--- config.mk ---
export PLATFORM = sky130hd
export DESIGN_NAME = olph_ctrl
export DESIGN_NICKNAME = d
export VERILOG_FILES = /design/src/hw/rtl/olph_pkg.sv /design/src/hw/rtl/olph_ctrl.sv
export SDC_FILE = /design/constraint.sdc
export NUM_CORES = 1
export LEC_CHECK = 0
export ABC_AREA = 1
export BUFFER_PORTS_ARGS = -buffer_cell sky130_fd_sc_hd__buf_2
export CAP_MARGIN = 0
export CORE_MARGIN = 5
export CORE_UTILIZATION = 57
export DETAILED_ROUTE_END_ITERATION = 16
export HOLD_SLACK_MARGIN = 0.06
export PLACE_DENSITY = 0.85
export REMOVE_ABC_BUFFERS = 1
export SYNTH_ARGS = -nofsm -noshare
export SYNTH_HDL_FRONTEND = slang
export SYNTH_SLANG_ARGS = --single-unit
--- constraint.sdc ---
create_clock -name i_clk -period 2.2 [get_ports i_clk]
set_input_delay 0.33 -clock i_clk [delete_from_list [all_inputs] [get_ports i_clk]]
set_output_delay 0.33 -clock i_clk [all_outputs]
set_load 0.01 [all_outputs]
--- src/hw/rtl/olph_pkg.sv ---
`default_nettype none
package olph_pkg;

    localparam int MAX_BUCKETS_DEF = 1024;
    localparam int OVERFLOW_SLOTS_DEF = 256;
    localparam int BCNT_W = 11;
    localparam int DATA_W = 32;
    localparam logic [BCNT_W-1:0] BCNT_RESET = 11'd1021;
    localparam logic [BCNT_W-1:0] BCNT_MIN = 11'd2;

    typedef enum logic [1:0] {
        K_GET    = 2'd0,
        K_INSERT = 2'd1,
        K_REMOVE = 2'd2,
        K_SET    = 2'd3
    } t_kind;

    typedef enum logic [1:0] {
        ST_EMPTY = 2'd0,
        ST_FULL  = 2'd1,
        ST_TOMB  = 2'd2
    } t_slot_st;

    typedef enum logic [1:0] {
        OC_DONE    = 2'd0,
        OC_MISSING = 2'd1,
        OC_DUP     = 2'd2,
        OC_NOSLOT  = 2'd3
    } t_outcome;

    typedef struct packed {
        logic     clr_step;
        logic     load;
        logic     mod_key_start;
        logic     mod_slot_start;
        logic     set_h0;
        logic     h_reset;
        logic     h_inc;
        logic     rd_h;
        logic     e_init;
        logic     e_inc;
        logic     rd_e;
        logic     rd_em1;
        logic     wr_move;
        logic     wr_place;
        logic     wr_tomb;
        logic     wr_value;
        logic     res_load;
        logic     res_found;
        t_outcome res_oc;
    } t_cmd;

    typedef struct packed {
        logic        clr_last;
        logic        mod_done;
        logic        home_gt;
        logic        home_ge;
        logic [1:0]  slot_st;
        logic        key_match;
        logic        h_last;
        logic        h_next_ge_b;
        logic        e_last;
        logic        e_next_h;
        logic        table_full;
        t_kind       kind;
        logic        out_free;
    } t_sts;

endpackage
`default_nettype wire

--- src/hw/rtl/olph_ctrl.sv ---
`default_nettype none
module olph_ctrl (
    input  logic           i_clk,
    input  logic           i_rst_n,
    input  logic           i_in_valid,
    output logic           o_in_ready,
    input  olph_pkg::t_sts i_sts,
    output olph_pkg::t_cmd o_cmd
);
    import olph_pkg::*;

    typedef enum logic [14:0] {
        S_CLEAR = 15'h0001,
        S_IDLE  = 15'h0002,
        S_HOME  = 15'h0004,
        S_LRD   = 15'h0008,
        S_LCHK  = 15'h0010,
        S_LMOD  = 15'h0020,
        S_IRD   = 15'h0040,
        S_ICHK  = 15'h0080,
        S_IMOD  = 15'h0100,
        S_SRD   = 15'h0200,
        S_SCHK  = 15'h0400,
        S_MRD   = 15'h0800,
        S_MWR   = 15'h1000,
        S_PLACE = 15'h2000,
        S_RES   = 15'h4000
    } t_state;

    t_state   r_state;
    t_state   n_state;
    t_outcome r_oc;
    t_outcome n_oc;
    logic     r_found;
    logic     n_found;

    always_comb begin
        n_state = r_state;
        n_oc    = r_oc;
        n_found = r_found;
        o_cmd   = '0;
        unique case (r_state)
            S_CLEAR: begin
                o_cmd.clr_step = 1'b1;
                if (i_sts.clr_last) begin
                    n_state = S_IDLE;
                end
            end
            S_IDLE: begin
                if (i_in_valid) begin
                    o_cmd.load          = 1'b1;
                    o_cmd.mod_key_start = 1'b1;
                    n_found             = 1'b0;
                    n_oc                = OC_DONE;
                    n_state             = S_HOME;
                end
            end
            S_HOME: begin
                if (i_sts.mod_done) begin
                    o_cmd.set_h0 = 1'b1;
                    if (i_sts.kind != K_INSERT) begin
                        n_state = S_LRD;
                    end else if (i_sts.table_full) begin
                        n_oc    = OC_NOSLOT;
                        n_state = S_RES;
                    end else begin
                        n_state = S_IRD;
                    end
                end
            end
            S_LRD: begin
                o_cmd.rd_h = 1'b1;
                n_state    = S_LCHK;
            end
            S_LCHK, S_LMOD: begin
                if ((r_state == S_LCHK) && (i_sts.slot_st == ST_FULL) && i_sts.key_match) begin
                    unique case (i_sts.kind)
                        K_GET:    n_found        = 1'b1;
                        K_REMOVE: o_cmd.wr_tomb  = 1'b1;
                        K_SET:    o_cmd.wr_value = 1'b1;
                        default:  n_found        = 1'b0;
                    endcase
                    n_oc    = OC_DONE;
                    n_state = S_RES;
                end else if ((r_state == S_LCHK) && (i_sts.slot_st != ST_EMPTY)) begin
                    o_cmd.mod_slot_start = 1'b1;
                    n_state              = S_LMOD;
                end else if ((r_state == S_LMOD) && !i_sts.mod_done) begin
                    n_state = S_LMOD;
                end else if ((r_state == S_LMOD) && !i_sts.home_gt && !i_sts.h_last) begin
                    o_cmd.h_inc = 1'b1;
                    n_state     = S_LRD;
                end else if (i_sts.kind != K_SET) begin
                    n_oc    = OC_MISSING;
                    n_state = S_RES;
                end else if (i_sts.table_full) begin
                    n_oc    = OC_NOSLOT;
                    n_state = S_RES;
                end else begin
                    o_cmd.h_reset = 1'b1;
                    n_state       = S_IRD;
                end
            end
            S_IRD: begin
                o_cmd.rd_h = 1'b1;
                n_state    = S_ICHK;
            end
            S_ICHK: begin
                if (i_sts.slot_st == ST_EMPTY) begin
                    n_state = S_PLACE;
                end else if ((i_sts.slot_st == ST_FULL) && i_sts.key_match) begin
                    n_oc    = OC_DUP;
                    n_state = S_RES;
                end else begin
                    o_cmd.mod_slot_start = 1'b1;
                    n_state              = S_IMOD;
                end
            end
            S_IMOD: begin
                if (i_sts.mod_done) begin
                    if ((i_sts.slot_st == ST_TOMB) && i_sts.home_ge) begin
                        n_state = S_PLACE;
                    end else if (i_sts.home_gt) begin
                        o_cmd.e_init = 1'b1;
                        n_state      = S_SRD;
                    end else if (i_sts.h_next_ge_b) begin
                        n_oc    = OC_NOSLOT;
                        n_state = S_RES;
                    end else begin
                        o_cmd.h_inc = 1'b1;
                        n_state     = S_IRD;
                    end
                end
            end
            S_SRD: begin
                o_cmd.rd_e = 1'b1;
                n_state    = S_SCHK;
            end
            S_SCHK: begin
                if (i_sts.slot_st != ST_FULL) begin
                    n_state = S_MRD;
                end else if (i_sts.e_last) begin
                    n_oc    = OC_NOSLOT;
                    n_state = S_RES;
                end else begin
                    o_cmd.e_inc = 1'b1;
                    n_state     = S_SRD;
                end
            end
            S_MRD: begin
                o_cmd.rd_em1 = 1'b1;
                n_state      = S_MWR;
            end
            S_MWR: begin
                o_cmd.wr_move = 1'b1;
                n_state       = i_sts.e_next_h ? S_PLACE : S_MRD;
            end
            S_PLACE: begin
                o_cmd.wr_place = 1'b1;
                n_oc           = OC_DONE;
                n_state        = S_RES;
            end
            S_RES: begin
                if (i_sts.out_free) begin
                    o_cmd.res_load  = 1'b1;
                    o_cmd.res_found = r_found;
                    o_cmd.res_oc    = r_oc;
                    n_state         = S_IDLE;
                end
            end
            default: begin
                n_state = S_IDLE;
            end
        endcase
    end

    always_ff @(posedge i_clk) begin
        if (!i_rst_n) begin
            r_state <= S_CLEAR;
            r_oc    <= OC_DONE;
            r_found <= 1'b0;
        end else begin
            r_state <= n_state;
            r_oc    <= n_oc;
            r_found <= n_found;
        end
    end

    assign o_in_ready = (r_state == S_IDLE);

    a_res_room: assert property (@(posedge i_clk) disable iff (!i_rst_n)
        o_cmd.res_load |-> i_sts.out_free)
        else $error("result loaded over an untaken result");

    a_found_get: assert property (@(posedge i_clk) disable iff (!i_rst_n)
        (o_cmd.res_load && o_cmd.res_found) |-> (i_sts.kind == K_GET && r_oc == OC_DONE))
        else $error("found value on a result that is not a successful get");

endmodule
`default_nettype wire

After elaboration in Yosys (flattened, before gate mapping)

Cells that the tools add are included.

Bitwise logic cells: 0
Order comparisons: 0
Reductions and logical operators: 22
Eq/ne operators: 40
Shifts and indexed selects: 0
Multipliers: 0
Add/subtract/negate cells: 0
Div/mod/pow operators: 0
Mux-type cells: 84

Operators with widths:

| operator                                              | count |
|---|---|
| two-way mux 15 bit                                    | 19 |
| one-hot mux 15 bit (14 select lines)                  | 1 |
| two-way mux 2 bit                                     | 24 |
| two-way mux 1 bit                                     | 32 |
| inequality test 2 bit, second input constant          | 16 |
| equality test 15 x 1 -> 1 bit, second input constant  | 1 |
| equality test 15 x 10 -> 1 bit, second input constant | 1 |
| equality test 15 x 11 -> 1 bit, second input constant | 1 |
| equality test 15 x 12 -> 1 bit, second input constant | 1 |
| equality test 15 x 13 -> 1 bit, second input constant | 1 |
| equality test 15 x 14 -> 1 bit, second input constant | 1 |
| equality test 15 bit, second input constant           | 1 |
| equality test 15 x 2 -> 1 bit, second input constant  | 1 |
| equality test 15 x 3 -> 1 bit, second input constant  | 1 |
| equality test 15 x 4 -> 1 bit, second input constant  | 1 |
| equality test 15 x 5 -> 1 bit, second input constant  | 1 |
| equality test 15 x 6 -> 1 bit, second input constant  | 1 |
| equality test 15 x 7 -> 1 bit, second input constant  | 1 |
| equality test 15 x 8 -> 1 bit, second input constant  | 1 |
| equality test 15 x 9 -> 1 bit, second input constant  | 1 |
| AND reduction 15 bit                                  | 1 |
| two-way mux 14 bit                                    | 1 |
| one-hot mux 2 bit (7 select lines)                    | 1 |
| inequality test 3 bit, second input constant          | 3 |
| 13 further kinds                                      | 33 |

Input port bits: 18
Bits in latches: 0
Flip-flop bits (word level): 18
Memories kept: 0
Output and inout bits: 21
Logic and storage cells: 149
RAM bits: 0
ROM bits: 0

Depth between registers and ports, before layout

Gate-level depths: netlist of run 1.

Depth in word-level cells: 8
Depth in mapped cells: 13
Mapped depth without buffers: 13

Least setup slack after synthesis of run 1

No wires, ideal clock.

Kind: register to output
Start: reg r_state[14]
End: out o_cmd[18] in the netlist's numbering
Required time: 1.870 ns
Cell stages (with the launch flop): 7
Buffers on the path: 1
Arrival time: 1.406 ns
Path slack: 0.464 ns
Cells stage by stage: dfxtp_1 > nor2_1 > nand2_2 > nor2_4 > nand2_2 > nor3_1 > buf_4

RTL lines:

| item                   | RTL line         | text |
|---|---|---|
| start, declared        | olph_ctrl.sv:30  | `t_state r_state;` |
| start signal, assigned | olph_ctrl.sv:183 | `r_state <= n_state;` |
| end, declared          | olph_ctrl.sv:8   | `output olph_pkg::t_cmd o_cmd` |

==> reports/metrics.cfg, run 1 <==
[run_status]
status = finished, final reports clean

[final_layout]
nets = 332
finalInstanceArea_sq_um = 1870
seq_area_sq_um = 363
multi_input_area_sq_um = 1010
area.growth.synth_to_final_pct = 21.9
final_core_util = 0.741
n_antenna_cell = 0
layout-drive-gt1-share = 0.281
fill_cells = 221
fin_cells = 343

[die]
rows = 18
die_x_um = 61.9
ios = 39
die_h_um = 61.9
start_util = 0.608
core_area_sq_um = 2520
die-area_sq_um = 3830

[drt]
post-route-drc-count = 0
antenna_left = 0
wl_per_cell_um = 12.0
dr.pass1.iters = 8
drt_first_iter_violations = 101
via_per_inst = 5.11
wl_mm = 4.12
num_vias = 1752

[global_routing]
first_global_vias = 1510
grt_max_degree = 15
grt_use_met2 = 0.360
gr-usage-all-layers = 0.222
met1_usage = 0.290
antenna_found_initial = 0
grt_pass1_wl_mm = 6.29
overflow = 0
use_met3 = 0.0351
grt.busiest_layer = met2

[critical_path]
reg2reg_depth = 13
worstPathMaxFanout = 6
cp_cell_sequence = nor2_2 > nand2_2 > nor2_4 > buf_4 > nand3_1 > nand2_1 > nor2_1 > nand4_1 > inv_1 > buf_2
critPathLaunchType = flip-flop
worstSetupEndpoint = o_cmd[14]
critical_path.max_stage_delay_ns = 0.35
worst_ep_arrival_time_ns = 1.80
timing.rr.start = r_state[13]
worstSetupPathType = reg -> out
crit_path_top_delay_cell = dfxtp_2
r2r_setup_slack_ns = 0.36
end_kind = output pin
cp.required_ns = 1.87
crit_path_start = r_state[9]
r2r-end = r_state[14]

[worst_hold_path]
hp-class = in -> reg
hold_start = i_sts[1]

[clock_network]
ctsHoldBuffers = 0
cts_max_level = 1
cts_tree = yes
clockBufferDepth = 2
numCtsBuffers = 3
clk_pin_slew_ns = 0.13
cts.root.buffer_cell = clkbuf_4
clock_latency_ns = 0.32
cts_sinks = 18

[pwr]
p_leak_nw = 1.04
total_power_uw = 760
p_per_area_nw_per_um2 = 407
peakVddDrop_mv = 0.395

[timing]
hold_viol_final = 0
worstMarginPinSlew_ns = 0.528
max_slew_margin = 0.648
fin_hold_ws_ns = 0.229
fmax_mhz = 471
period_share = 0.966
setup_tns_ns = 0
setup_ws_ns = 0.0746
maxSlewViolCount = 0
fin_skew_ns = 0.0167
finalCriticalPeriod_ns = 2.13
finalSetupViolations = 0

[synthesis]
syn_inst = 267
yosys_warnings = 0
syn_area_sq_um = 1530
yosysSeqAreaShare = 0.235
synth_cell_types = 25
avgSynthCellArea_sq_um = 5.75
synth-seq-cells = 18

[placed_design]
port_buffers = 38
gp_congestion = 0.866
dp_cells = 333
dpl_cell_area_sq_um = 1750
hpwl_mm = 3.22
post-place-ws_ns = 0.302

[flow_run]
drv_cap = 0

-- routing by layer --
layer | routed length (um) | vias to the layer above | share of wire
li1 | - | 914 | -
met1 | 1820 | 764 | 0.44
met2 | 1920 | 65 | 0.47
met3 | 274 | 9 | 0.067
met4 | 100 | 0 | 0.024
met5 | 0 | - | 0
-- layout by cell type (no fill, tap or decap), types with 2 or more instances in the layout --
cell / instances
nor2_4: 7
clkbuf_4: 3
nand2_1: 59
dfxtp_2: 2
nand3_2: 3
inv_1: 48
nand3_1: 21
nor2_2: 10
nand3b_1: 6
nor2_1: 55
a21oi_1: 6
and3_1: 2
o21ai_0: 4
buf_2: 38
nand2_2: 9
buf_4: 6
dfxtp_1: 16
nand4_1: 6
-- cell usage after synthesis --
library cell  instances  share of area
buf_6                 1         0.0073
a21oi_2               1         0.0057
o21ai_0               4          0.013
dfxtp_1              18           0.23
a2111oi_2             1         0.0098
a21oi_1               6          0.020
nor3_1                2         0.0065
o21ai_1               1         0.0033
clkbuf_1              1         0.0024
buf_4                 1         0.0049
nor2_4                4          0.029
nand3b_1              6          0.029
nand2_2              10          0.041
nor2_8                1          0.013
nand3_2               2          0.013
nor2_1               57           0.14
nand2_1              59           0.14
nor4_1                1         0.0041
inv_1                48           0.12
and3_1                2         0.0082
nor3b_2               1         0.0082
nand4_1               6          0.024
or2_2                 1         0.0041
nand3_1              22          0.072
nor2_2               11          0.045
-- where the power goes --
group | leakage [nW] | internal (mW) | switching (mW)
registers | 0.146 | 0.334 | 0.00942
clock network | 0.0210 | 0.101 | 0.126
logic | 0.876 | 0.0723 | 0.117
-- worst max-delay path, delay by kind of cell, from the launching register on --
kind                   cells  cell delay (ns)
AND/OR/NAND/NOR            7             0.81
flip-flops                 1             0.35
buffers and inverters      3             0.33
-- sequential cells by signal, indices dropped and copies added, names as in the netlist --
| signal | count |
|---|---|
| r_state | 15 |
| r_found | 1 |
| r_oc | 2 |
-- area by class of cell --
cell class,count,area share
well taps,30,0.0201
clock buffers,4,0.0194
repair buffers,45,0.129
multi-input cells,198,0.541
flip-flops and latches,18,0.194
inverters,48,0.0964
-- kinds of logic after synthesis --
logic type | Yosys count | share of synthesized area
AND/OR/NAND/NOR | 185 | 0.582
buffers and inverters | 51 | 0.132
flip-flops | 18 | 0.235
AO/OA/AOI/OAI | 13 | 0.0514
-- timing repair --
item,4_1_cts,5_1_grt
gates resized for setup,1,10
setup endpoints to repair,2,11
pin swaps,0,5
buffers inserted,0,6
-- worst min path at each step --
stage | end | cells after the start | slack [ns]
after floorplan | r_found | 1 | 0.43
after detailed placement | r_oc[1] | 2 | 0.46
final | r_found | 2 | 0.23
after global placement | r_oc[1] | 2 | 0.46
after CTS | r_found | 2 | 0.22
after global routing | r_found | 2 | 0.24
No activity file was read; power rests on OpenSTA's default activity.
==> run 2, diff against run 1 <==
==> constraint.sdc (replaced) <==
create_clock -name i_clk -period 2.2 [get_ports i_clk]
set_input_delay 0.33 -clock i_clk [delete_from_list [all_inputs] [get_ports i_clk]]
set_output_delay 0.33 -clock i_clk [all_outputs]
set_load 0.02 [all_outputs]
==> run 2 against run 1 <==
  * Sequential power about the same
  * Largest cell class unchanged
  * Die area did not move
  * Maximum frequency is 1.1% lower
  * Sequential share of layout area down 0.35 points
==> reports/metrics.cfg, run 2 (same netlist as run 1, synthesis figures left out) <==
[die]
core_area_sq_um = 2520
start_util = 0.608
ios = 39
die_x_um = 61.9
die_h_um = 61.9
die-area_sq_um = 3830
rows = 18

[global_routing]
grt_pass1_wl_mm = 6.48
overflow = 0
gr-usage-all-layers = 0.228
first_global_vias = 1531
grt.busiest_layer = met2
antenna_found_initial = 0
grt_max_degree = 15
met1_usage = 0.282
grt_use_met2 = 0.384
use_met3 = 0.0537

[final_layout]
area.growth.synth_to_final_pct = 23.7
layout-drive-gt1-share = 0.284
finalInstanceArea_sq_um = 1900
regMostFlops = r_state
fin_cells = 343
final_cell_mix = 59 x nand2_1, 53 x nor2_1, 48 x inv_1
layout_commonest_cell = nand2_1
final_core_util = 0.752
reg_top3 = r_state x15, r_oc x2, r_found x1
nets = 332
largest_register_ffs = 15
multi_input_area_sq_um = 1050
seq_area_sq_um = 362
fill_cells = 224
n_antenna_cell = 0

[timing]
maxSlewViolCount = 0
hold_viol_final = 0
finalCriticalPeriod_ns = 2.15
worstMarginPinSlew_ns = 0.565
fin_skew_ns = 0.0145
max_slew_margin = 0.623
fin_hold_ws_ns = 0.240
rsz0062_at_grt = yes
setup_ws_ns = 0.0503
fmax_mhz = 465
setup_tns_ns = 0
finalSetupViolations = 0
period_share = 0.977

[clock_network]
clk_pin_slew_ns = 0.12
numCtsBuffers = 3
clock_latency_ns = 0.31
cts.root.buffer_cell = clkbuf_4
cts_tree = yes
cts_max_level = 1
ctsHoldBuffers = 0
cts_sinks = 18
clockBufferDepth = 2

[pwr]
p_leak_nw = 1.04
peakVddDrop_mv = 0.412
p_per_area_nw_per_um2 = 398
total_power_uw = 756

[critical_path]
r2r-end = r_state[13]
cp_common_cell = nand3_1
r2r_setup_slack_ns = 0.29
critPathLaunchType = flip-flop
crit_path_start = r_state[10]
cp.required_ns = 1.87
end_kind = output pin
critPathBufInv = 2
reg2reg_depth = 12
worst_ep_arrival_time_ns = 1.82
worstSetupPathType = reg -> out
worstPathMaxFanout = 6
critical-path-top-delay-family = simple AND/OR/NAND/NOR gates
timing.rr.start = r_state[10]
worstSetupEndpoint = o_cmd[13]
critical_path_depth = 8
critical_path.max_stage_delay_ns = 0.34
crit_path_top_delay_cell = dfxtp_1
cp_cell_sequence = nor2_2 > nand2_2 > nor2_4 > nand3_1 > inv_1 > nand3_1 > nand2_1 > buf_2

[placed_design]
dpl_cell_area_sq_um = 1750
hpwl_mm = 3.26
port_buffers = 38
post-place-ws_ns = 0.258
gp_congestion = 0.863
dp_cells = 333

[drt]
via_per_inst = 5.27
drt_first_iter_violations = 114
wl_mm = 4.27
num_vias = 1807
dr.pass1.iters = 4
post-route-drc-count = 0
wl_per_cell_um = 12.4
antenna_left = 0

[run_status]
status = finished, final reports clean

[worst_hold_path]
hp-class = in -> reg

[flow_run]
drv_cap = 0

==> run 2: cell count changes in the layout (fill, tap and decap cells not counted) <==
| cell | delta |
|---|---|
| nand3_2 | -1 |
| dfxtp_2 | -1 |
| nand3_4 | +1 |
| clkbuf_2 | -1 |
| dfxtp_1 | +1 |
| nor2_1 | -2 |
| nor2_4 | +3 |
==> run 2: worst register-to-register path: cells and delay by family (launching register included) <==
kind | cells | cell delay [ns]
flip-flops | 1 | 0.34
AND/OR/NAND/NOR | 10 | 1.23
buffers and inverters | 2 | 0.22
==> run 2: power breakdown <==
group | switching [mW] | internal (mW)
combinational | 0.126 | 0.0654
sequential | 0.00980 | 0.334
clock | 0.119 | 0.101
==> run 2: cell type report <==
cell class | instances | area share
clock buffers | 4 | 0.0191
multi-input cells | 199 | 0.551
repair buffers | 44 | 0.124
inverters | 48 | 0.0950
well taps | 30 | 0.0198
flip-flops and latches | 18 | 0.191
==> run 2: worst min path at each step <==
stage | startpoint | to | cells past startpoint
detailed placement | r_oc[0] | r_oc[0] | 2
global route | i_sts[1] | r_found | 2
global placement | r_oc[1] | r_oc[1] | 2
floorplan | i_sts[1] | r_found | 1
finish | i_sts[1] | r_found | 2
CTS | i_sts[1] | r_found | 2
==> run 2: what timing repair did <==
action | CTS | global route
endpoints found under the setup margin | 6 | 12
setup buffers | 1 | 4
gates resized for setup | 2 | 14
cloned | 0 | 1
pin swaps | 2 | 4
==> run 2: per-layer routing <==
| metal | part of all wire | vias up |
|---|---|---|
| met5 | 0 | - |
| li1 | - | 922 |
| met1 | 0.41 | 775 |
| met4 | 0.033 | 0 |
| met2 | 0.47 | 89 |
| met3 | 0.080 | 21 |
==> run 3, diff against run 2 <==
Settings changed: CELL_PAD_IN_SITES_DETAIL_PLACEMENT set to 1, CELL_PAD_IN_SITES_GLOBAL_PLACEMENT set to 1, CORE_UTILIZATION 57 to 38, RECOVER_POWER set to 50, SLEW_MARGIN set to 20.
==> run 3 against run 2 <==
  * Design area is 1.1% higher
  * Total power is 11% higher
  * Maximum frequency is 1.4% higher
  * Setup slack better by 0.030 ns
  * Via count is 1.2% higher
  * Die area is 41% higher
  * Highest routed layer unchanged
  * Combinational power is 7% higher
  * Core utilization is 27 points lower
  * Worst hold slack better by 0.066 ns
  * Sequential share of layout area is 0.26 points lower
==> reports/metrics.cfg, run 3 (same netlist as run 1, synthesis figures left out) <==
[clock_network]
cts_sinks = 18
clock_latency_ns = 0.26
cts_tree = yes
clk_pin_slew_ns = 0.08
clockBufferDepth = 2
cts_max_level = 1
numCtsBuffers = 3
cts.root.buffer_cell = clkbuf_8

[die]
ios = 39
die_h_um = 73.5
start_util = 0.389
rows = 23
die_x_um = 73.5
core_area_sq_um = 3940
die-area_sq_um = 5410

[critical_path]
worstSetupPathType = reg -> out
timing.rr.start = r_state[8]
cp.required_ns = 1.87
cp_cell_sequence = inv_1 > nor2_1 > nand2_1 > nor2_2 > nand2_2 > nor4_2 > buf_4 > nand2_1 > nand2_1 > buf_2
worst_ep_arrival_time_ns = 1.79
reg2reg_depth = 13
end_kind = output pin
critical_path.max_stage_delay_ns = 0.38
critPathLaunchType = flip-flop
crit_path_start = r_state[8]
r2r_setup_slack_ns = 0.26
crit_path_top_delay_cell = dfxtp_1
r2r-end = r_state[1]
cp_common_cell = nand2_1
worstPathMaxFanout = 6

[timing]
setup_ws_ns = 0.0803
rsz0062_at_grt = yes
maxSlewViolCount = 0
worstMarginPinSlew_ns = 0.569
fin_skew_ns = 0.00345
period_share = 0.964
fmax_mhz = 472
max_slew_margin = 0.620
finalCriticalPeriod_ns = 2.12
hold_viol_final = 0
finalSetupViolations = 0

[worst_hold_path]
hold_start = i_sts[1]
min_to = r_found
hp-class = in -> reg
min_path_cells = 2

[drt]
wl_mm = 5.32
antenna_left = 0
via_per_inst = 5.05
num_vias = 1828
drt_first_iter_violations = 67
post-route-drc-count = 0
wl_per_cell_um = 14.7
dr.pass1.iters = 4

[run_status]
status = finished, final reports clean

[global_routing]
grt_pass1_wl_mm = 8.47
first_global_vias = 1840
antenna_found_initial = 0
overflow = 0
gr-usage-all-layers = 0.200
grt_max_degree = 15

[final_layout]
layout_commonest_cell = nand2_1
n_antenna_cell = 0
layout-drive-gt1-share = 0.282
nets = 331
largest_register_ffs = 15
regMostFlops = r_state
final_cell_mix = 58 x nand2_1, 55 x nor2_1, 47 x inv_1
fill_cells = 560
reg_top3 = r_state x15, r_oc x2, r_found x1
finalInstanceArea_sq_um = 1920
area.growth.synth_to_final_pct = 25.0

[pwr]
p_switching_uw = 279
swShare = 0.331
clkPwrFrac = 0.348
combPwrFrac = 0.243
total_power_uw = 841
p_seq_frac = 0.409
p_per_area_nw_per_um2 = 439
p_leak_nw = 1.05
p_int_uw = 562
peakVddDrop_mv = 0.238

[placed_design]
gp_congestion = 0.920
post-place-ws_ns = 0.246
port_buffers = 38
dpl_cell_area_sq_um = 1780
hpwl_mm = 4.21

[flow_run]
drv_cap = 0

==> run 3: changes by cell type in the layout (fill, tap and decap cells not counted), sizes merged <==
cell and change:
nor2 -1
==> run 3: area by class of cell <==
type	count	area [sq um]	area share
inverters	48	180	0.0940
well taps	50	62.6	0.0326
multi-input cells	198	1020	0.532
clock buffers	4	55.1	0.0287
flip-flops and latches	18	360	0.188
repair buffers	44	239	0.125
==> run 3: how the worst max path moves through the flow <==
stage | depth (start not counted) | slack, ns | end
2_1_floorplan | 5 | -0.003 | o_cmd[17]
3_3_place_gp | 9 | 0.29 | o_cmd[13]
3_5_place_dp | 9 | 0.25 | o_cmd[13]
4_1_cts | 9 | 0.006 | o_cmd[13]
5_1_grt | 9 | -0.07 | o_cmd[4]
6_report | 10 | 0.08 | o_cmd[13]
==> run 3: worst max-delay path: cells and delay by family (launching register included) <==
kind	cells	cell delay [ns]
AND/OR/NAND/NOR	7	0.73
buffers and inverters	3	0.40
flip-flops	1	0.38
==> run 3: metrics by stage <==
stage          utilization  hold slack (ns)  cells   TNS, ns
2_1_floorplan            -            0.428    264  -0.00569
3_3_place_gp         0.451            0.456    354         0
3_5_place_dp         0.451            0.459    354         0
4_1_cts              0.470            0.303    360         0
5_1_grt              0.486            0.308    362    -0.340
6_report             0.486            0.306    362         0
==> run 3: metal layers <==
layer  share of wire  GRT usage  routed length [um]
met5               0          0                   0
met4          0.0096     0.0402                  51
met3           0.032     0.0233                 173
met2            0.51      0.371                2690
met1            0.45      0.245                2410
==> run 3: power groups by stage <==
| stage | Combinational (mW) | Sequential, mW | Clock [mW] |
|---|---|---|---|
| floorplan | 0.120 | 0.347 | 0 |
| detailed placement | 0.182 | 0.348 | 0 |
| CTS | 0.197 | 0.340 | 0.294 |
| global placement | 0.176 | 0.348 | 0 |
| finish | 0.204 | 0.344 | 0.293 |
| global route | 0.223 | 0.345 | 0.305 |
==> run 3: timing repair <==
item	CTS	global route
pin swaps	1	0
endpoints found under the setup margin	1	9
buffers inserted	2	2
gates resized for setup	1	12
hold buffers	0	0
